[src/hdl/fcs_pkg.sv]
// shared types and constants of the filled circle span generator
package fcs_pkg;

  localparam int COORD_W  = 12;
  localparam int RADIUS_W = 6;
  localparam int COLOR_W  = 32;
  localparam int COL_W    = 10;
  localparam int ROW_W    = 9;
  localparam int MASK_W   = 4;

  // internal arithmetic widths
  localparam int STEP_W = RADIUS_W + 1;
  localparam int ERR_W  = 12;
  localparam int CALC_W = COORD_W + 2;

  // results per circle are capped here
  localparam int RESULT_LIMIT = 46;
  localparam int COUNT_W      = $clog2(RESULT_LIMIT + 1);

  localparam int QUEUE_DEPTH = 2;

  // row_mask bit positions
  localparam int MASK_WIDE_BELOW   = 0;
  localparam int MASK_WIDE_ABOVE   = 1;
  localparam int MASK_NARROW_BELOW = 2;
  localparam int MASK_NARROW_ABOVE = 3;

  typedef struct packed {
    logic signed [COORD_W-1:0] origin_x;
    logic signed [COORD_W-1:0] origin_y;
    logic [RADIUS_W-1:0]       radius;
    logic [COLOR_W-1:0]        circle_color;
  } cmd_t;

  // command after radius saturation
  typedef struct packed {
    logic signed [COORD_W-1:0] origin_x;
    logic signed [COORD_W-1:0] origin_y;
    logic [RADIUS_W-1:0]       radius;
    logic [COLOR_W-1:0]        color;
  } job_t;

  typedef struct packed {
    logic [COL_W-1:0]   wide_start;
    logic [COL_W-1:0]   wide_end;
    logic [ROW_W-1:0]   wide_row_below;
    logic [ROW_W-1:0]   wide_row_above;
    logic [COL_W-1:0]   narrow_start;
    logic [COL_W-1:0]   narrow_end;
    logic [ROW_W-1:0]   narrow_row_below;
    logic [ROW_W-1:0]   narrow_row_above;
    logic [MASK_W-1:0]  row_mask;
    logic [COLOR_W-1:0] fill_color;
    logic               last;
  } span_t;

endpackage

[src/hdl/fcs_job_queue.sv]
// short register queue between the command front end and the span engine
module fcs_job_queue #(
  parameter int DEPTH = 2
) (
  input  logic          clk,
  input  logic          rst,
  input  logic          push_valid,
  output logic          push_ready,
  input  fcs_pkg::job_t push_data,
  output logic          pop_valid,
  input  logic          pop_ready,
  output fcs_pkg::job_t pop_data
);

  localparam int PTR_W = (DEPTH > 1) ? $clog2(DEPTH) : 1;
  localparam int CNT_W = $clog2(DEPTH + 1);

  fcs_pkg::job_t    slots [DEPTH];
  logic [PTR_W-1:0] wr_ptr;
  logic [PTR_W-1:0] rd_ptr;
  logic [CNT_W-1:0] fill;
  logic             push;
  logic             pop;

  assign push_ready = fill != CNT_W'(DEPTH);
  assign pop_valid  = fill != '0;
  assign push       = push_valid && push_ready;
  assign pop        = pop_valid && pop_ready;
  assign pop_data   = slots[rd_ptr];

  always_ff @(posedge clk) begin
    if (rst) begin
      wr_ptr <= '0;
      rd_ptr <= '0;
      fill   <= '0;
    end else begin
      if (push) begin
        wr_ptr <= (wr_ptr == PTR_W'(DEPTH - 1)) ? '0 : wr_ptr + 1'b1;
      end
      if (pop) begin
        rd_ptr <= (rd_ptr == PTR_W'(DEPTH - 1)) ? '0 : rd_ptr + 1'b1;
      end
      if (push && !pop) begin
        fill <= fill + 1'b1;
      end else if (pop && !push) begin
        fill <= fill - 1'b1;
      end
    end
  end

  always_ff @(posedge clk) begin
    if (push) begin
      slots[wr_ptr] <= push_data;
    end
  end

endmodule

[config.mk]
export PLATFORM = sky130hd
export DESIGN_NAME = fcs_job_queue
export DESIGN_NICKNAME = d
export VERILOG_FILES = /design/src/hdl/fcs_pkg.sv /design/src/hdl/fcs_job_queue.sv
export SDC_FILE = /design/constraint.sdc
export NUM_CORES = 1
export LEC_CHECK = 0
export BUFFER_PORTS_ARGS = -buffer_cell sky130_fd_sc_hd__buf_2
export CAP_MARGIN = 10
export CORE_MARGIN = 1.5
export CORE_UTILIZATION = 55
export CTS_BUF_LIST = sky130_fd_sc_hd__clkbuf_8 sky130_fd_sc_hd__clkbuf_16
export CTS_CLUSTER_SIZE = 10
export DETAILED_ROUTE_END_ITERATION = 6
export PLACE_DENSITY = 0.89
export REMOVE_ABC_BUFFERS = 1
export SYNTH_ARGS = -nofsm -noshare
export SYNTH_HDL_FRONTEND = slang
export SYNTH_SLANG_ARGS = --single-unit
[constraint.sdc]
create_clock -name clk -period 5.2 [get_ports clk]
set_input_delay 0.78 -clock clk [delete_from_list [all_inputs] [get_ports clk]]
set_output_delay 0.78 -clock clk [all_outputs]
set_load 0.01 [all_outputs]
==> results of run 1 <==
-- stage by stage --
stage,setup WS [ns],util [%],instances
after floorplan,2.34,-,210
after CTS,2.02,73.3,479
after global routing,1.93,73.3,479
final,2.07,73.3,479
after global placement,2.56,66.0,447
after detailed placement,2.58,66.0,447
-- worst max-delay path by stage --
stage / startpoint / end / cells after the start
floorplan: flip-flop / pop_data[0] / 1
global placement: flip-flop / pop_data[41] / 3
detailed placement: flip-flop / pop_data[41] / 3
CTS: flip-flop / pop_data[41] / 3
global route: flip-flop / pop_data[58] / 3
finish: flip-flop / pop_data[41] / 3
-- power by group through the flow --
stage	registers (mW)	clock network, mW	logic, mW
floorplan	1.39	0	0.381
global placement	1.38	0	0.630
detailed placement	1.39	0	0.643
CTS	1.37	1.21	0.648
global route	1.38	1.25	0.698
finish	1.37	1.19	0.638
-- Yosys cell counts, types with 2 or more instances --
library cell,count,share of area (%)
a21oi_1,2,0.21
buf_2,2,0.21
buf_4,5,0.80
dfxtp_1,5,2.1
edfxtp_1,124,79
mux2_2,62,15
nor2_1,3,0.24
o21ai_0,2,0.21
xor2_1,3,0.56
-- area by class of cell --
class | count | share of cell area, %
inverter | 1 | 0.0620
clock buffer | 17 | 6.84
timing repair buffer | 132 | 11.0
sequential | 129 | 63.2
clock inverter | 15 | 3.16
tap | 105 | 2.17
multi-input combinational | 80 | 13.5
-- flip-flops by register name, summed over array words and instances (netlist names), named ones only --
signal  flops
slots     124
fill        2
rd_ptr      1
wr_ptr      1
-- kinds of logic (layout without fill, tap and decap cells) --
| family | Yosys count | in the layout | synth area share (%) |
|---|---|---|---|
| AO/OA/AOI/OAI | 5 | 5 | 0.640 |
| XOR/XNOR | 3 | 3 | 0.560 |
| adder cells (fa/ha/maj) | 1 | 1 | 0.267 |
| buffers and inverters | 8 | 165 | 1.09 |
| flip-flops | 129 | 129 | 81.5 |
| multiplexers | 62 | 62 | 14.9 |
| AND/OR/NAND/NOR | 9 | 9 | 1.07 |
-- per-layer routing --
metal	global-route usage (%)	up-vias	routed length, um
met5	0	-	0
met4	9.58	0	111
met3	5.42	10	484
met2	30.6	90	4080
met1	22.1	1190	3290
li1	-	1148	-
==> qor.csv, run 1 <==
metric,value,unit
drv_cap,0,
p_leak,2.30,nW
crit_type,flip-flop to output port,
end_kind,output port,
switching_share,25.3,%
finalHoldViolations,0,
cts_hold_buffers,0,
clock-sinks,129,
timing.rr.start,fill[0],
slew_violations,0,
synth_cells,217,
grt_overflow,0,
min_period,3.13,ns
cpLargestDelayFamily,flip-flops,
critPathSlowestCell,dfxtp_2,
cts_setup_buffers,0,
root_buffer,clkbuf_8,
max_slew_margin,45.6,%
gp_congestion,0.664,
core,8260,um2
cts_resized,0,
die_w,95.4,um
worst_pin_slew,0.816,ns
die_h,95.4,um
p_int,2.39,mW
vias,2438,
drtPass1Iterations,5,
vias_per_cell,5.09,
cp-start-kind,flip-flop,
worstPathCellList,"buf_4, mux2_2, buf_2",
final_cell_area,6050,um2
cts_tree,done,
first_iter_violations,113,
cts_max_level,4,
ys_ff_latch,129,
whs,0.467,ns
cp.required,4.42,ns
portBuffers,129,
clock_path_buffers,2,
multiInputGateArea,818,um2
min_path_type,input port to flip-flop,
drive_above_1_share,61.0,%
n_antenna_cell,0,
antenna_found_initial,0,
avgSynthCellArea,21.6,um2
synth_edf_count,124,
p_seq_share,42.8,%
hp-start,push_data[27],
die_area,9090,um2
comb_power_share,20.0,%
reg2reg_to,slots[0][34],
fmaxAchievable,320,MHz
synth_area,4690,um2
ff_latch_area,3820,um2
final_cell_mix,"buf_2 (129), edfxtp_1 (124), mux2_2 (62)",
status,finished clean,
grt_max_degree,63,
postPlaceCellArea,5450,um2
wl_per_cell,16.6,um
finClkSkew,0.00677,ns
ios,130,
cp.arrival,2.35,ns
synth.distinct_cells,18,
p_clk_share,37.3,%
hold_path_depth,1,
path_clk_slew,0.06,ns
powerDensity,528,nW/um2
rsz0062_at_grt,no,
core.rowCount,33,
r2r_setup_slack,3.29,ns
track_usage,18.6,%
ys_warn_count,0,
total_power,3.20,mW
grt_pass1_vias,2495,
dp_hpwl,5.02,mm
setup_viol,0,
wirelength,7.97,mm
start_util,56.8,%
area_delta_synth_final,29.0,%
vdd_drop_max,0.373,mV
fin_nets,428,
final_common_cell,buf_2,
fillCellCount,546,
worst-r2r-cell-count,4,
clock_latency,0.50,ns
worstHoldEndpoint,slots[1][27],
cts_inserted_buffers,17,
drc,0,
p_switching,0.809,mW
max_stage_delay,0.75,ns
path_max_fanout,35,
async_flop_share,0,%
synth-main-ff-cell,edfxtp_1,
setup-tns-final,0,ns
grt_pass1_wl,12.0,mm
yosysSeqAreaShare,81.5,%
ant_nets,0,
fin_crit_sh,60.2,%
path_buf_inv,2,
Note: power is estimated with default switching activity, not from simulation.
==> run 2: changes to the inputs <==
--- a/config.mk
+++ b/config.mk
@@ -8,11 +8,11 @@
 export BUFFER_PORTS_ARGS = -buffer_cell sky130_fd_sc_hd__buf_2
 export CAP_MARGIN = 10
 export CORE_MARGIN = 1.5
-export CORE_UTILIZATION = 55
+export CORE_UTILIZATION = 47
 export CTS_BUF_LIST = sky130_fd_sc_hd__clkbuf_8 sky130_fd_sc_hd__clkbuf_16
 export CTS_CLUSTER_SIZE = 10
 export DETAILED_ROUTE_END_ITERATION = 6
-export PLACE_DENSITY = 0.89
+export PLACE_DENSITY = 0.82
 export REMOVE_ABC_BUFFERS = 1
 export SYNTH_ARGS = -nofsm -noshare
 export SYNTH_HDL_FRONTEND = slang
==> constraint.sdc (replaced) <==
create_clock -name clk -period 2.65 [get_ports clk]
set_input_delay 0.3975 -clock clk [delete_from_list [all_inputs] [get_ports clk]]
set_output_delay 0.3975 -clock clk [all_outputs]
set_load 0.01 [all_outputs]
==> run 2 against run 1 <==
Compared with the run above: clock-buffer cell count unchanged; flip-flop and latch count unchanged; clock power increased by 70%; register-to-register slack got worse by 2.4 ns; sequential power increased by 93%; global-route usage decreased by 2.9 points; cell count increased by 5.8%; sequential share of layout area about the same.
==> qor.csv, run 2 (synthesis gave the netlist of run 1 again) <==
metric,value,unit,change
rsz0062_at_grt,no,,
grt_pass1_vias,2460,,-1.4%
drtPass1Iterations,4,,-1
grt.met3_usage,6.71,%,+1.3 points
cp.arrival,1.89,ns,-0.46 ns
fmaxAchievable,437,MHz,
dp_hpwl,5.20,mm,+3.5%
gp_congestion,0.652,,-1.8%
antenna_found_initial,0,,unchanged
final_cell_area,6050,um2,about the same
cp-start-kind,flip-flop,,
placed_cells,477,,+6.7%
cts_inserted_buffers,17,,unchanged
min_path_type,input port to flip-flop,,
powerDensity,988,nW/um2,+87%
area_delta_synth_final,29.0,%,about the same
whs,0.0835,ns,-0.384 ns
drive_above_1_share,59.9,%,-1.1 points
start_util,48.2,%,-8.6 points
path_clk_slew,0.05,ns,about the same
fin_util,62.2,%,-11 points
cts_setup_buffers,0,,unchanged
hold_path_depth,1,,unchanged
gr-usage-met2,26.8,%,-3.8 points
vias_per_cell,4.85,,-4.7%
final_cell_mix,"buf_2 (129), edfxtp_1 (124), mux2_2 (62)",,
fin_ws,0.360,ns,-1.71 ns
cts_hold_buffers,0,,unchanged
grt_max_degree,45,,-29%
status,finished clean,,
n_antenna_cell,0,,unchanged
core,9730,um2,+18%
grt_util_met1,17.0,%,-5.1 points
crit_type,flip-flop to output port,,
worst-r2r-cell-count,4,,unchanged
wl_per_cell,15.9,um,-4.4%
vdd_drop_max,0.470,mV,+26%
die_h,103,um,+7.9%
total_power,5.98,mW,+87%
cts_tree,done,,
ant_nets,0,,unchanged
top_register,slots,,
core.rowCount,36,,+9.1%
die_area,10600,um2,+16%
worst_pin_slew,0.452,ns,-0.364 ns
setup_viol,0,,unchanged
end_kind,output port,,
fillCellCount,748,,+37%
postPlaceCellArea,5530,um2,+1.6%
die_w,103,um,+7.9%
grt_overflow,0,,unchanged
clock_path_buffers,2,,unchanged
track_usage,15.6,%,-2.9 points
fin_nets,430,,+0.47%
largest_reg_flops,124,,unchanged
fin_crit_sh,86.4,%,
final_common_cell,buf_2,,
clock_latency,0.50,ns,about the same
cts_max_level,4,,unchanged
cp.required,2.25,ns,-2.17 ns
dpl_worst_slack,0.861,ns,-1.72 ns
clock-sinks,129,,unchanged
first_iter_violations,73,,-35%
path_max_fanout,15,,-57%
top_usage_layer,met2,,
setup-tns-final,0,ns,unchanged
drv_cap,0,,unchanged
fin_cells,507,,+5.8%
ios,130,,unchanged
max_slew_margin,69.8,%,+24 points
cts_resized,0,,unchanged
portBuffers,129,,unchanged
vias,2460,,+0.90%
grt_pass1_wl,11.7,mm,-2.6%
finalHoldViolations,0,,unchanged
finClkSkew,0.00772,ns,+0.000943 ns
slew_violations,0,,unchanged
drc,0,,unchanged
top_regs,"slots: 124 flops, fill: 2 flops",,
root_buffer,clkbuf_8,,
p_leak,2.30,nW,-0.15%
wirelength,8.07,mm,+1.2%
min_period,2.29,ns,
[run 2: metal layers]
layer | routed length (um) | share of wire [%]
met4 | 25 | 0.31
met2 | 4290 | 53
met1 | 3180 | 39
met3 | 572 | 7.1
met5 | 0 | 0
[run 2: worst paths after layout]
| path | from | endpoint | slack, ns |
|---|---|---|---|
| max reg2reg | fill[0] | slots[0][1] | 0.86 |
| min | push_data[61] | slots[1][61] | 0.08 |
| min reg2reg | rd_ptr | rd_ptr | 0.51 |
| max | flip-flop | pop_data[44] | 0.36 |
[run 2: cell type report]
| cell class | instances | area, um2 | area share [%] |
|---|---|---|---|
| timing repair buffer | 134 | 721 | 11.9 |
| tap | 133 | 166 | 2.75 |
| clock inverter | 13 | 106 | 1.76 |
| clock buffer | 17 | 414 | 6.84 |
| inverter | 1 | 3.75 | 0.0620 |
| sequential | 129 | 3820 | 63.2 |
| multi-input combinational | 80 | 818 | 13.5 |
[run 2: power by group]
part	switching [mW]	leakage (nW)	total [mW]	internal, mW
registers	0.0994	1.20	2.65	2.55
clock network	0.726	0.271	2.02	1.29
logic	0.667	0.828	1.31	0.644
total	1.49	2.30	5.98	4.49
[run 2: worst max-delay path, cell delays in order, from the launching register on]
cell and delay [ns]:
dfxtp_2 0.57, buf_4 0.31, mux2_2 0.37, buf_2 0.14
==> run 3: changes to the inputs <==
--- a/config.mk
+++ b/config.mk
@@ -8,11 +8,11 @@
 export BUFFER_PORTS_ARGS = -buffer_cell sky130_fd_sc_hd__buf_2
 export CAP_MARGIN = 10
 export CORE_MARGIN = 1.5
-export CORE_UTILIZATION = 47
+export CORE_UTILIZATION = 40
 export CTS_BUF_LIST = sky130_fd_sc_hd__clkbuf_8 sky130_fd_sc_hd__clkbuf_16
 export CTS_CLUSTER_SIZE = 10
 export DETAILED_ROUTE_END_ITERATION = 6
-export PLACE_DENSITY = 0.82
+export PLACE_DENSITY = 0.72
 export REMOVE_ABC_BUFFERS = 1
 export SYNTH_ARGS = -nofsm -noshare
 export SYNTH_HDL_FRONTEND = slang
==> run 3 against run 2 <==
Compared with the run above: highest routed layer unchanged; sequential power hardly changed; utilization is 8.4 points lower; critical path depth stayed put; setup slack better by 0.12 ns; clock skew hardly changed; sequential share of layout area is 0.99 points lower.
==> qor.csv, run 3 (synthesis gave the netlist of run 1 again) <==
metric,value,unit,change
drtPass1Iterations,4,,unchanged
die_h,111,um,+8.2%
fmaxAchievable,461,MHz,+5.6%
grt_max_degree,63,,+40%
finalHoldViolations,0,,unchanged
cts_resized,0,,unchanged
wl_per_cell,16.0,um,+0.39%
ant_nets,0,,unchanged
min_period,2.17,ns,-0.122 ns
vias_per_cell,4.73,,-2.6%
fin_nets,430,,unchanged
worst_pin_slew,0.497,ns,+0.0450 ns
cts_tree,done,,
max_slew_margin,66.8,%,-3.0 points
wirelength,8.29,mm,+2.8%
final_cell_area,6150,um2,+1.6%
grt_pass1_vias,2598,,+5.6%
ios,130,,unchanged
grt_pass1_wl,13.0,mm,+11%
worstPathCellList,"buf_12, mux2_2, buf_2",,
path_max_fanout,24,,+9
fin_crit_sh,81.8,%,-4.6 points
clock-sinks,129,,unchanged
root_buffer,clkbuf_16,,
die_area,12400,um2,+17%
cts_max_level,4,,unchanged
grt_overflow,0,,unchanged
track_usage,14.2,%,-1.4 points
fillCellCount,943,,+26%
first_iter_violations,78,,+6.8%
powerDensity,1010,nW/um2,+2.4%
cts_inserted_buffers,17,,unchanged
max_stage_delay,0.60,ns,+0.03 ns
cts_setup_buffers,0,,unchanged
cp.required,2.25,ns,about the same
clock_path_buffers,2,,unchanged
start_util,41.1,%,-7.1 points
portBuffers,129,,unchanged
postPlaceCellArea,5570,um2,+0.68%
largest_reg_flops,124,,unchanged
area_delta_synth_final,31.1,%,
cp.arrival,1.77,ns,-0.12 ns
fin_cells,519,,+2.4%
slew_violations,0,,unchanged
critPathSlowestCell,dfxtp_2,,
setup_viol,0,,unchanged
path_buf_inv,2,,unchanged
finClkSkew,0.00803,ns,+0.000318 ns
drc,0,,unchanged
core.rowCount,39,,+8.3%
antenna_found_initial,0,,unchanged
dp_hpwl,5.35,mm,+3.0%
cp-start-kind,flip-flop,,
vdd_drop_max,0.484,mV,+3.0%
gp_congestion,0.684,,+5.0%
path_clk_slew,0.05,ns,about the same
status,finished clean,,
cts_hold_buffers,0,,unchanged
setup-tns-final,0,ns,unchanged
top_register,slots,,
rsz0062_at_grt,no,,
placed_cells,487,,+2.1%
vias,2453,,-0.28%
die_w,111,um,+8.2%
final_cell_mix,"buf_2 (129), edfxtp_1 (124), mux2_2 (62)",,
n_antenna_cell,0,,unchanged
crit_type,flip-flop to output port,,
clock_latency,0.40,ns,-0.10 ns
fin_util,53.9,%,-8.4 points
min_path_type,input port to flip-flop,,
core,11400,um2,+17%
drv_cap,0,,unchanged
drive_above_1_share,60.1,%,+0.21 points
top_regs,"slots: 124 flops, fill: 2 flops",,
p_leak,2.32,nW,+1.1%
end_kind,output port,,
cpLargestDelayFamily,flip-flops,,
final_common_cell,buf_2,,
-- run 3: per-layer routing --
| layer | part of all wire [%] | wire, um | vias to the layer above | GRT usage [%] |
|---|---|---|---|---|
| li1 | - | - | 1159 | - |
| met1 | 39 | 3240 | 1190 | 15.5 |
| met2 | 52 | 4340 | 93 | 24.0 |
| met3 | 7.2 | 599 | 11 | 6.34 |
| met4 | 1.3 | 108 | 0 | 6.33 |
| met5 | 0 | 0 | - | 0 |
-- run 3: worst paths after layout --
path / startpoint / end / slack, ns / cells after the start
min reg2reg: rd_ptr / rd_ptr / 0.51 / 2
max: flip-flop / pop_data[32] / 0.48 / 3
max reg2reg: fill[0] / slots[1][15] / 0.91 / 3
min: push_data[8] / slots[1][8] / 0.18 / 1
-- run 3: through the flow --
step	worst slack, ns	power (mW)	hold WS, ns
after floorplan	0.0753	3.48	0.467
after global placement	0.888	4.02	0.489
after detailed placement	0.883	4.05	0.497
after CTS	0.440	6.32	0.161
after global routing	0.375	6.51	0.155
final	0.483	6.22	0.182
-- run 3: cell type report --
type	count	area (um2)	share of cell area, %
Sequential cell	129	3820	62.2
Multi-Input combinational cell	80	818	13.3
Timing Repair Buffer	134	746	12.1
Clock buffer	17	425	6.92
Tap cell	143	179	2.91
Clock inverter	15	154	2.50
Inverter	1	3.75	0.0610
-- run 3: report_power, final --
group	internal, mW	total, mW	switching [mW]
logic	0.662	1.33	0.668
registers	2.55	2.65	0.102
clock network	1.45	2.24	0.783
total	4.67	6.22	1.55
