$ cat src/hdl/fcs_pkg.sv
// shared types and constants of the filled circle span generator
package fcs_pkg;

  localparam int COORD_W  = 12;
  localparam int RADIUS_W = 6;
  localparam int COLOR_W  = 32;
  localparam int COL_W    = 10;
  localparam int ROW_W    = 9;
  localparam int MASK_W   = 4;

  // internal arithmetic widths
  localparam int STEP_W = RADIUS_W + 1;
  localparam int ERR_W  = 12;
  localparam int CALC_W = COORD_W + 2;

  // results per circle are capped here
  localparam int RESULT_LIMIT = 46;
  localparam int COUNT_W      = $clog2(RESULT_LIMIT + 1);

  localparam int QUEUE_DEPTH = 2;

  // row_mask bit positions
  localparam int MASK_WIDE_BELOW   = 0;
  localparam int MASK_WIDE_ABOVE   = 1;
  localparam int MASK_NARROW_BELOW = 2;
  localparam int MASK_NARROW_ABOVE = 3;

  typedef struct packed {
    logic signed [COORD_W-1:0] origin_x;
    logic signed [COORD_W-1:0] origin_y;
    logic [RADIUS_W-1:0]       radius;
    logic [COLOR_W-1:0]        circle_color;
  } cmd_t;

  // command after radius saturation
  typedef struct packed {
    logic signed [COORD_W-1:0] origin_x;
    logic signed [COORD_W-1:0] origin_y;
    logic [RADIUS_W-1:0]       radius;
    logic [COLOR_W-1:0]        color;
  } job_t;

  typedef struct packed {
    logic [COL_W-1:0]   wide_start;
    logic [COL_W-1:0]   wide_end;
    logic [ROW_W-1:0]   wide_row_below;
    logic [ROW_W-1:0]   wide_row_above;
    logic [COL_W-1:0]   narrow_start;
    logic [COL_W-1:0]   narrow_end;
    logic [ROW_W-1:0]   narrow_row_below;
    logic [ROW_W-1:0]   narrow_row_above;
    logic [MASK_W-1:0]  row_mask;
    logic [COLOR_W-1:0] fill_color;
    logic               last;
  } span_t;

endpackage

$ cat src/hdl/fcs_stream_if.sv
// valid/ready stream interface carrying one payload per transaction
interface fcs_stream_if #(
  parameter type payload_t = logic
);
  logic     valid;
  logic     ready;
  payload_t payload;

  modport source (output valid, output payload, input ready);
  modport sink   (input valid, input payload, output ready);
endinterface

$ cat src/hdl/fcs_span_engine.sv
// midpoint engine: one span pair per unstalled cycle into an output register
module fcs_span_engine #(
  parameter int FRAME_WIDTH  = 640,
  parameter int FRAME_HEIGHT = 480
) (
  input  logic          clk,
  input  logic          rst,
  input  logic          job_valid,
  output logic          job_ready,
  input  fcs_pkg::job_t job,
  fcs_stream_if.source  span
);

  localparam int CW = fcs_pkg::CALC_W;
  localparam logic signed [CW-1:0] COL_MAX = CW'(FRAME_WIDTH - 1);
  localparam logic signed [CW-1:0] ROW_MAX = CW'(FRAME_HEIGHT - 1);

  // iteration state
  logic                                busy;
  logic signed [fcs_pkg::COORD_W-1:0]  cx;
  logic signed [fcs_pkg::COORD_W-1:0]  cy;
  logic [fcs_pkg::COLOR_W-1:0]         color;
  logic [fcs_pkg::RADIUS_W-1:0]        x;
  logic [fcs_pkg::STEP_W-1:0]          y;
  logic signed [fcs_pkg::ERR_W-1:0]    err;
  logic [fcs_pkg::COUNT_W-1:0]         count;

  logic                                out_valid;
  fcs_pkg::span_t                      out_data;
  fcs_pkg::span_t                      out_next;

  logic                                advance;
  logic                                done;
  logic [fcs_pkg::COUNT_W-1:0]         count_next;

  logic signed [CW-1:0] cx_w, cy_w, xs, ys;
  logic signed [CW-1:0] w_lo, w_hi, n_lo, n_hi;
  logic signed [CW-1:0] ws, we, ns, ne;
  logic signed [CW-1:0] r_wb, r_wa, r_nb, r_na;
  logic                 w_span, n_span;
  logic                 b0, b1, b2, b3, w_any, n_any;

  logic signed [CW-1:0] y1, e1, e2, x1, dec_test;
  logic                 x_step;

  assign advance   = busy && (!out_valid || span.ready);
  assign job_ready = !busy;

  assign span.valid   = out_valid;
  assign span.payload = out_data;

  // spans and rows of the current iteration
  always_comb begin
    cx_w = {{(CW - fcs_pkg::COORD_W){cx[fcs_pkg::COORD_W-1]}}, cx};
    cy_w = {{(CW - fcs_pkg::COORD_W){cy[fcs_pkg::COORD_W-1]}}, cy};
    xs   = {{(CW - fcs_pkg::RADIUS_W){1'b0}}, x};
    ys   = {{(CW - fcs_pkg::STEP_W){1'b0}}, y};

    w_lo = cx_w - xs;
    w_hi = cx_w + xs;
    n_lo = cx_w - ys;
    n_hi = cx_w + ys;

    ws = (w_lo < 0) ? '0 : w_lo;
    we = (w_hi > COL_MAX) ? COL_MAX : w_hi;
    ns = (n_lo < 0) ? '0 : n_lo;
    ne = (n_hi > COL_MAX) ? COL_MAX : n_hi;
    w_span = ws <= we;
    n_span = ns <= ne;

    r_wb = cy_w + ys;
    r_wa = cy_w - ys;
    r_nb = cy_w + xs;
    r_na = cy_w - xs;

    b0 = w_span && (r_wb >= 0) && (r_wb <= ROW_MAX);
    b1 = w_span && (r_wa >= 0) && (r_wa <= ROW_MAX);
    b2 = n_span && (r_nb >= 0) && (r_nb <= ROW_MAX);
    b3 = n_span && (r_na >= 0) && (r_na <= ROW_MAX);
    w_any = b0 || b1;
    n_any = b2 || b3;
  end

  // midpoint step and loop end
  always_comb begin
    y1       = ys + CW'(1);
    e1       = {{(CW - fcs_pkg::ERR_W){err[fcs_pkg::ERR_W-1]}}, err} + CW'(1) + (y1 <<< 1);
    dec_test = ((e1 - xs) <<< 1) + CW'(1);
    x_step   = dec_test > 0;
    x1       = x_step ? xs - CW'(1) : xs;
    e2       = x_step ? e1 + CW'(1) - (x1 <<< 1) : e1;
    count_next = count + 1'b1;
    done     = (x1 < y1) || (count_next == fcs_pkg::COUNT_W'(fcs_pkg::RESULT_LIMIT));
  end

  always_comb begin
    out_next.wide_start       = w_any ? ws[fcs_pkg::COL_W-1:0] : '0;
    out_next.wide_end         = w_any ? we[fcs_pkg::COL_W-1:0] : '0;
    out_next.wide_row_below   = b0 ? r_wb[fcs_pkg::ROW_W-1:0] : '0;
    out_next.wide_row_above   = b1 ? r_wa[fcs_pkg::ROW_W-1:0] : '0;
    out_next.narrow_start     = n_any ? ns[fcs_pkg::COL_W-1:0] : '0;
    out_next.narrow_end       = n_any ? ne[fcs_pkg::COL_W-1:0] : '0;
    out_next.narrow_row_below = b2 ? r_nb[fcs_pkg::ROW_W-1:0] : '0;
    out_next.narrow_row_above = b3 ? r_na[fcs_pkg::ROW_W-1:0] : '0;
    out_next.row_mask         = '0;
    out_next.row_mask[fcs_pkg::MASK_WIDE_BELOW]   = b0;
    out_next.row_mask[fcs_pkg::MASK_WIDE_ABOVE]   = b1;
    out_next.row_mask[fcs_pkg::MASK_NARROW_BELOW] = b2;
    out_next.row_mask[fcs_pkg::MASK_NARROW_ABOVE] = b3;
    out_next.fill_color       = color;
    out_next.last             = done;
  end

  always_ff @(posedge clk) begin
    if (rst) begin
      busy      <= 1'b0;
      out_valid <= 1'b0;
    end else begin
      if (!busy && job_valid) begin
        busy <= 1'b1;
      end else if (advance && done) begin
        busy <= 1'b0;
      end
      if (advance) begin
        out_valid <= 1'b1;
      end else if (span.ready) begin
        out_valid <= 1'b0;
      end
    end
  end

  always_ff @(posedge clk) begin
    if (!busy && job_valid) begin
      cx    <= job.origin_x;
      cy    <= job.origin_y;
      color <= job.color;
      x     <= job.radius;
      y     <= '0;
      err   <= '0;
      count <= '0;
    end else if (advance) begin
      x     <= x1[fcs_pkg::RADIUS_W-1:0];
      y     <= y1[fcs_pkg::STEP_W-1:0];
      err   <= e2[fcs_pkg::ERR_W-1:0];
      count <= count_next;
    end
    if (advance) begin
      out_data <= out_next;
    end
  end

endmodule

$ cat src/flat_wrapper.sv
// flat-port wrapper written by rule: the top's interface ports become plain ports
module fcs_span_engine_flat 
#(
  parameter int FRAME_WIDTH  = 640,
  parameter int FRAME_HEIGHT = 480
)
  (clk, rst, job_valid, job_ready, job, span_valid, span_payload, span_ready);
  fcs_stream_if span_i ();
  input  logic clk;
  input  logic rst;
  input  logic job_valid;
  output logic job_ready;
  input  fcs_pkg::job_t job;
  output wire logic [$bits(span_i.valid)-1:0] span_valid;
  output wire logic [$bits(span_i.payload)-1:0] span_payload;
  input wire logic [$bits(span_i.ready)-1:0] span_ready;
  assign span_valid = span_i.valid;
  assign span_payload = span_i.payload;
  assign span_i.ready = span_ready;
  fcs_span_engine #(.FRAME_WIDTH(FRAME_WIDTH), .FRAME_HEIGHT(FRAME_HEIGHT)) u_core (.clk(clk), .rst(rst), .job_valid(job_valid), .job_ready(job_ready), .job(job), .span(span_i));
endmodule
$ cat config.mk
export PLATFORM = sky130hd
export DESIGN_NAME = fcs_span_engine_flat
export DESIGN_NICKNAME = d
export VERILOG_FILES = /design/src/hdl/fcs_pkg.sv /design/src/hdl/fcs_stream_if.sv /design/src/hdl/fcs_span_engine.sv /design/src/flat_wrapper.sv
export SDC_FILE = /design/constraint.sdc
export NUM_CORES = 1
export LEC_CHECK = 0
export BUFFER_PORTS_ARGS = -buffer_cell sky130_fd_sc_hd__buf_2
export CORE_ASPECT_RATIO = 1.1
export CORE_MARGIN = 4
export CORE_UTILIZATION = 25
export CTS_BUF_LIST = sky130_fd_sc_hd__clkbuf_8
export DETAILED_ROUTE_END_ITERATION = 10
export HOLD_SLACK_MARGIN = 0.03
export MAX_ROUTING_LAYER = met4
export PLACE_DENSITY_LB_ADDON = 0.12
export SYNTH_ARGS = -nofsm -noshare
export SYNTH_HDL_FRONTEND = slang
export SYNTH_SLANG_ARGS = --single-unit
$ cat constraint.sdc
create_clock -name clk -period 6.8 [get_ports clk]
set_clock_uncertainty 0.05 [all_clocks]
set_input_delay 0.34 -clock clk [delete_from_list [all_inputs] [get_ports clk]]
set_output_delay 0.34 -clock clk [all_outputs]
set_load 0.02 [all_outputs]
==> flow_metrics.py, run 1 <==
metrics = {
    "synth": {
        "ys_warn_count": 0,
        "synth_top_family_by_area": "compound AO/OA/AOI/OAI gates",
        "synth-edff-count": 7,
        "yosys.area_share.xor_xnor_pct": 8.33,
        "netlist_instances": 379,
        "ys_ff_latch": 34,
        "ys_seq_area_share_pct": 23.2,
        "synthMuxAreaShare_pct": 5.66,
        "synth_cell_types": 68,
        "synth_common_cells": "ha_1 (45), o21ai_0 (33), nand2_1 (32)",
        "synth-adder-area-share_pct": 18.7,
        "synth_simple_gate_area_share_pct": 18.2,
        "synth.top_cell.area_share_pct": 17.4,
        "netlist.top_cell.by_area": "ha_1",
        "synth-compound-area-share_pct": 20.7,
        "syn_area_per_cell_um2": 8.52,
        "synth.net_count": 492,
        "synth_area_leaders": "ha_1 (17%), dfxtp_1 (17%), edfxtp_1 (6.5%)",
        "synth-main-ff-cell": "dfxtp_1",
        "async_flop_share_pct": 0,
        "post-synth-top-count-cell": "ha_1",
        "synth_area_um2": 3230,
    },
    "cells_and_area": {
        "antenna_cells": 0,
        "final-seq-area_um2": 751,
        "num-fill-cells": 1348,
        "nets": 532,
        "area_delta_synth_final_pct": 17.5,
        "drive_gt1_share_pct": 20.5,
        "multi_input_area_um2": 2350,
        "fin_cells": 577,
    },
    "power": {
        "leakage_nw": 1.73,
        "p_comb_share_pct": 80.7,
        "power_switching_w": 0.00121,
        "power.density_nw_per_um2": 671,
        "cellInternalPower_w": 0.00133,
        "p_clk_share_pct": 6.1,
        "p_sw_share_pct": 47.6,
        "seqPwrFrac_pct": 13.1,
        "ir_drop_mv": 0.601,
        "p_total_w": 0.00255,
    },
    "global_route": {
        "grt_pass1_vias": 2800,
        "grt_util_all_layers_pct": 12.7,
        "antenna_found_initial": 0,
        "grt_max_degree": 34,
        "grt_first_pass_wirelength_um": 14200,
        "grt_overflow_total": 0,
    },
    "critical_path": {
        "crit_type": "flop to flop",
        "slowest_stage": "fa_1",
        "rrSetupSlack_ns": 0.45,
        "critPathBufInv": 4,
        "end_kind": "flop",
        "cp.required_ns": 6.99,
        "cpMostUsedCell": "ha_1",
        "max_stage_delay_ns": 0.40,
        "cp.depth": 27,
        "crit_path_max_fanout": 3,
        "worstPathArrival_ns": 6.54,
        "ff2ff_path_depth": 27,
        "cpLargestDelayFamily": "compound AO/OA/AOI/OAI gates",
        "critPathLaunchType": "flop",
    },
    "floorplan": {
        "core_um2": 12600,
        "die_area_um2": 14800,
        "die_h_um": 127,
        "fp-row-count": 43,
        "die_w_um": 116,
        "pin_count": 69,
        "initial_utilization_pct": 25.5,
    },
    "clock_network": {
        "htreeDepth": 2,
        "root_buffer": "clkbuf_8",
        "clock_latency_ns": 0.30,
        "cts_sinks": 34,
        "cts_setup_buffers": 0,
        "cts_buffers": 5,
        "clk_pin_slew_ns": 0.09,
        "cts_tree": "built",
        "clockBufferDepth": 2,
    },
    "placement": {
        "io_buffers": 12,
        "gp_congestion": 0.783,
        "dpl.hpwl_um": 6980,
        "dp_slack_ns": 0.0724,
        "place_inst": 569,
    },
    "route": {
        "drc": 0,
        "drt-total-wl_um": 8780,
        "drt_iter0_drc": 89,
        "first_pass_iters": 4,
        "ant_nets": 0,
        "viasPerCell": 4.79,
        "wl_per_cell_um": 15.2,
        "vias": 2763,
    },
    "timing": {
        "setup_viol": 0,
        "slew_viol_final": 0,
        "fin_crit_sh_pct": 93.5,
        "hold_viol": 0,
        "worst_pin_slew_ns": 1.07,
        "timing.final.ws_setup_ns": 0.445,
        "fmax_mhz": 157,
        "finalCriticalPeriod_ns": 6.35,
        "fin_tns_setup_ns": 0,
        "rsz0062_at_grt": "false",
        "slew_headroom_pct": 28.4,
    },
    "run_status": {
        "outcome": "finished, final reports clean",
    },
    "hold_path": {
        "min_path_cells": 2,
        "hold_path_class": "primary input to flop",
    },
    "job": {
        "cap_violations": 0,
    },
}
==> layout by cell type, fill, tap and decap left out, types with 5 or more instances in the layout <==
master	n
ha_1	45
nand2_1	32
o21ai_0	32
inv_1	31
buf_4	30
dfxtp_1	27
nor2_1	24
a21oi_1	22
xnor2_1	17
nand3_1	15
buf_2	12
mux2i_1	10
xor2_1	7
a21o_1	7
edfxtp_1	7
and3_1	5
clkbuf_8	5
==> power groups by stage <==
stage                     clock network [W]  registers [W]  logic [W]
after floorplan                           0       0.000334    0.00135
after global placement                    0       0.000337    0.00200
after detailed placement                  0       0.000338    0.00203
after CTS                          0.000165       0.000334    0.00204
after global routing               0.000172       0.000345    0.00231
final                              0.000156       0.000335    0.00205
==> cell families (layout without fill, tap and decap cells) <==
family          Yosys count  in the layout
compound gates          101            101
xor+xnor                 29             29
fa+ha+maj                47             47
buf+inv                  42             83
flops                    34             34
mux                      16             16
simple gates            110            110
==> final cells by class <==
class | count | area share (%)
clock buffer | 5 | 1.81
clock inverter | 3 | 0.363
inverter | 33 | 3.27
multi-input combinational | 303 | 62.1
sequential | 34 | 19.8
tap | 157 | 5.18
timing repair buffer | 42 | 7.52
==> sequential cells by signal, indices dropped and copies added (netlist names) <==
| name | cells |
|---|---|
| u_core.err | 12 |
| u_core.span.valid | 1 |
| u_core.y | 7 |
| u_core.x | 6 |
| u_core.span.payload | 1 |
| u_core.count | 6 |
| u_core.busy | 1 |
==> worst paths after layout <==
kind,from,to
worst max-delay path,u_core.y[0],u_core.err[11]
worst min-delay path,rst,u_core.span.valid
worst max register to register,u_core.y[0],u_core.err[11]
worst min register to register,u_core.err[8],u_core.err[8]
==> per-stage QoR <==
stage,hold WS [ns],cell area [um^2],utilization (%)
4_1_cts,0.139,3750,29.7
5_1_grt,0.148,3790,30.0
3_3_place_gp,0.397,3670,29.0
6_report,0.160,3790,30.0
2_1_floorplan,0.359,3230,-
3_5_place_dp,0.406,3670,29.0
==> per-layer routing <==
layer | routed length [um] | global-route usage (%) | vias up
li1 | - | - | 1447
met4 | 110 | 3.28 | 0
met5 | 0 | - | -
met1 | 4140 | 15.9 | 1289
met3 | 132 | 1.99 | 6
met2 | 4400 | 21.4 | 21
==> repair_timing <==
| item | CTS | global route |
|---|---|---|
| hold buffers | 0 | 0 |
| endpoints found under the setup margin | 0 | 1 |
| resized for setup | 0 | 10 |
==> worst register-to-register path: cells and delay by family (launching register included) <==
kind            cells  cell delay, ns
compound gates      8            2.14
xor+xnor            3            0.60
fa+ha+maj           6            1.79
buf+inv             4            0.45
flops               1            0.34
mux                 1            0.13
simple gates        5            0.83
Note: power is estimated with default switching activity, not from simulation.
==> run 2, diff against run 1 <==
- clock period: 6.8 -> 7.7 ns (I/O delays scaled with it)
==> flow_metrics.py, run 2 (synthesis gave the netlist of run 1 again) <==
metrics = {
    "critical_path": {
        "cp.required_ns": 7.88,
        "crit_type": "flop to flop",
        "worstPathArrival_ns": 7.12,
        "critPathLaunchType": "flop",
        "ff2ff_path_depth": 26,
        "crit_path_max_fanout": 13,
        "end_kind": "flop",
    },
    "timing": {
        "hold_viol": 0,
        "rsz0062_at_grt": "false",
        "fin_tns_setup_ns": 0,
        "slew_viol_final": 0,
        "finalCriticalPeriod_ns": 6.94,
        "worst_pin_slew_ns": 1.10,
        "fin_crit_sh_pct": 90.1,
        "fmax_mhz": 144,
        "setup_viol": 0,
        "slew_headroom_pct": 26.6,
        "timing.final.ws_setup_ns": 0.761,
    },
    "global_route": {
        "grt_util_all_layers_pct": 12.8,
        "antenna_found_initial": 0,
        "grt_pass1_vias": 2795,
        "grt_overflow_total": 0,
        "grt_max_degree": 34,
        "grt_first_pass_wirelength_um": 14400,
    },
    "route": {
        "drt_iter0_drc": 88,
        "viasPerCell": 4.88,
        "drc": 0,
        "wl_per_cell_um": 15.5,
        "ant_nets": 0,
        "drt-total-wl_um": 8570,
        "vias": 2687,
        "first_pass_iters": 4,
    },
    "job": {
        "cap_violations": 0,
    },
    "cells_and_area": {
        "fin_cells": 551,
        "antenna_cells": 0,
        "area_delta_synth_final_pct": 10.5,
        "layout_commonest_cell": "ha_1",
        "largest_reg_flops": 12,
        "final_cell_mix": "ha_1 (45), o21ai_0 (33), nand2_1 (32), inv_1 (30), dfxtp_1 (26)",
        "largestRegisters": "u_core.err (12), u_core.y (7)",
        "nets": 506,
        "drive_gt1_share_pct": 14.0,
        "largest-register": "u_core.err",
        "num-fill-cells": 1350,
    },
    "floorplan": {
        "die_w_um": 116,
        "pin_count": 69,
        "die_area_um2": 14800,
        "initial_utilization_pct": 25.5,
        "die_h_um": 127,
        "fp-row-count": 43,
        "core_um2": 12600,
    },
    "placement": {
        "place_inst": 543,
        "gp_congestion": 0.794,
        "io_buffers": 12,
        "dp_slack_ns": 0.528,
        "dpl.hpwl_um": 6690,
    },
    "power": {
        "p_total_w": 0.00200,
        "power.density_nw_per_um2": 561,
        "ir_drop_mv": 0.700,
        "leakage_nw": 1.59,
    },
    "hold_path": {
        "min_path_cells": 2,
        "hold_path_class": "primary input to flop",
    },
    "clock_network": {
        "cts_buffers": 5,
        "cts_sinks": 34,
        "cts_tree": "built",
        "clockBufferDepth": 2,
        "clk_pin_slew_ns": 0.08,
        "htreeDepth": 2,
        "root_buffer": "clkbuf_8",
        "clock_latency_ns": 0.30,
        "cts_setup_buffers": 0,
    },
    "run_status": {
        "outcome": "finished, final reports clean",
    },
}
[run 2: layout make-up]
class	instances	area (um^2)	area share [%]
Multi-Input combinational cell	303	2310	64.8
Sequential cell	34	752	21.1
Tap cell	157	196	5.50
Inverter	33	124	3.47
Timing Repair Buffer	16	90.1	2.52
Clock buffer	6	82.6	2.31
Clock inverter	2	11.3	0.316
[run 2: where the power goes]
| group | internal, W | switching (W) | leakage [nW] | total, W |
|---|---|---|---|---|
| Sequential | 0.000249 | 0.0000544 | 0.290 | 0.000304 |
| Combinational | 0.000690 | 0.000857 | 1.25 | 0.00155 |
| Clock | 0.0000724 | 0.0000799 | 0.0515 | 0.000152 |
[run 2: metal layers]
metal	vias to the layer above	wire length [um]	global-route usage, %
li1	1391	-	-
met1	1255	4070	16.1
met2	31	4120	21.0
met3	10	186	1.89
met4	0	197	4.23
met5	-	0	-
[run 2: through the flow]
step	cell area [um^2]	utilization, %	hold slack (ns)
detailed placement	3470	27.5	0.411
floorplan	3230	-	0.382
global route	3570	28.2	0.190
CTS	3570	28.2	0.185
finish	3570	28.2	0.198
global placement	3470	27.5	0.395
[run 2: worst max-delay path: stages (launching register included)]
cell	delay [ns]
dfxtp_2	0.38
ha_1	0.25
xnor2_1	0.21
inv_1	0.09
ha_1	0.33
a21oi_1	0.29
nand2_1	0.13
xor2_1	0.34
ha_1	0.32
a21oi_1	0.16
nor2b_1	0.07
a2111oi_1	0.46
o221ai_1	0.27
nor4_4	0.26
nor2_2	0.10
buf_4	0.22
mux2i_4	0.23
xnor2_1	0.19
fa_1	0.49
a21o_1	0.21
a211oi_1	0.32
o21ai_0	0.22
a2111oi_0	0.39
nor3_1	0.16
o31a_2	0.31
o31a_1	0.27
mux2i_1	0.13
[run 2: final timing paths]
check                                    from                end  slack [ns]
worst min-delay path                      rst  u_core.span.valid        0.20
worst max register to register    u_core.y[0]     u_core.err[11]        0.76
worst max-delay path              u_core.y[0]     u_core.err[11]        0.76
worst min register to register  u_core.err[6]      u_core.err[6]        0.42
[run 2: repair_timing]
item	CTS	global route
endpoints found under the setup margin	0	1
gates resized for setup	0	2
hold buffers	0	0
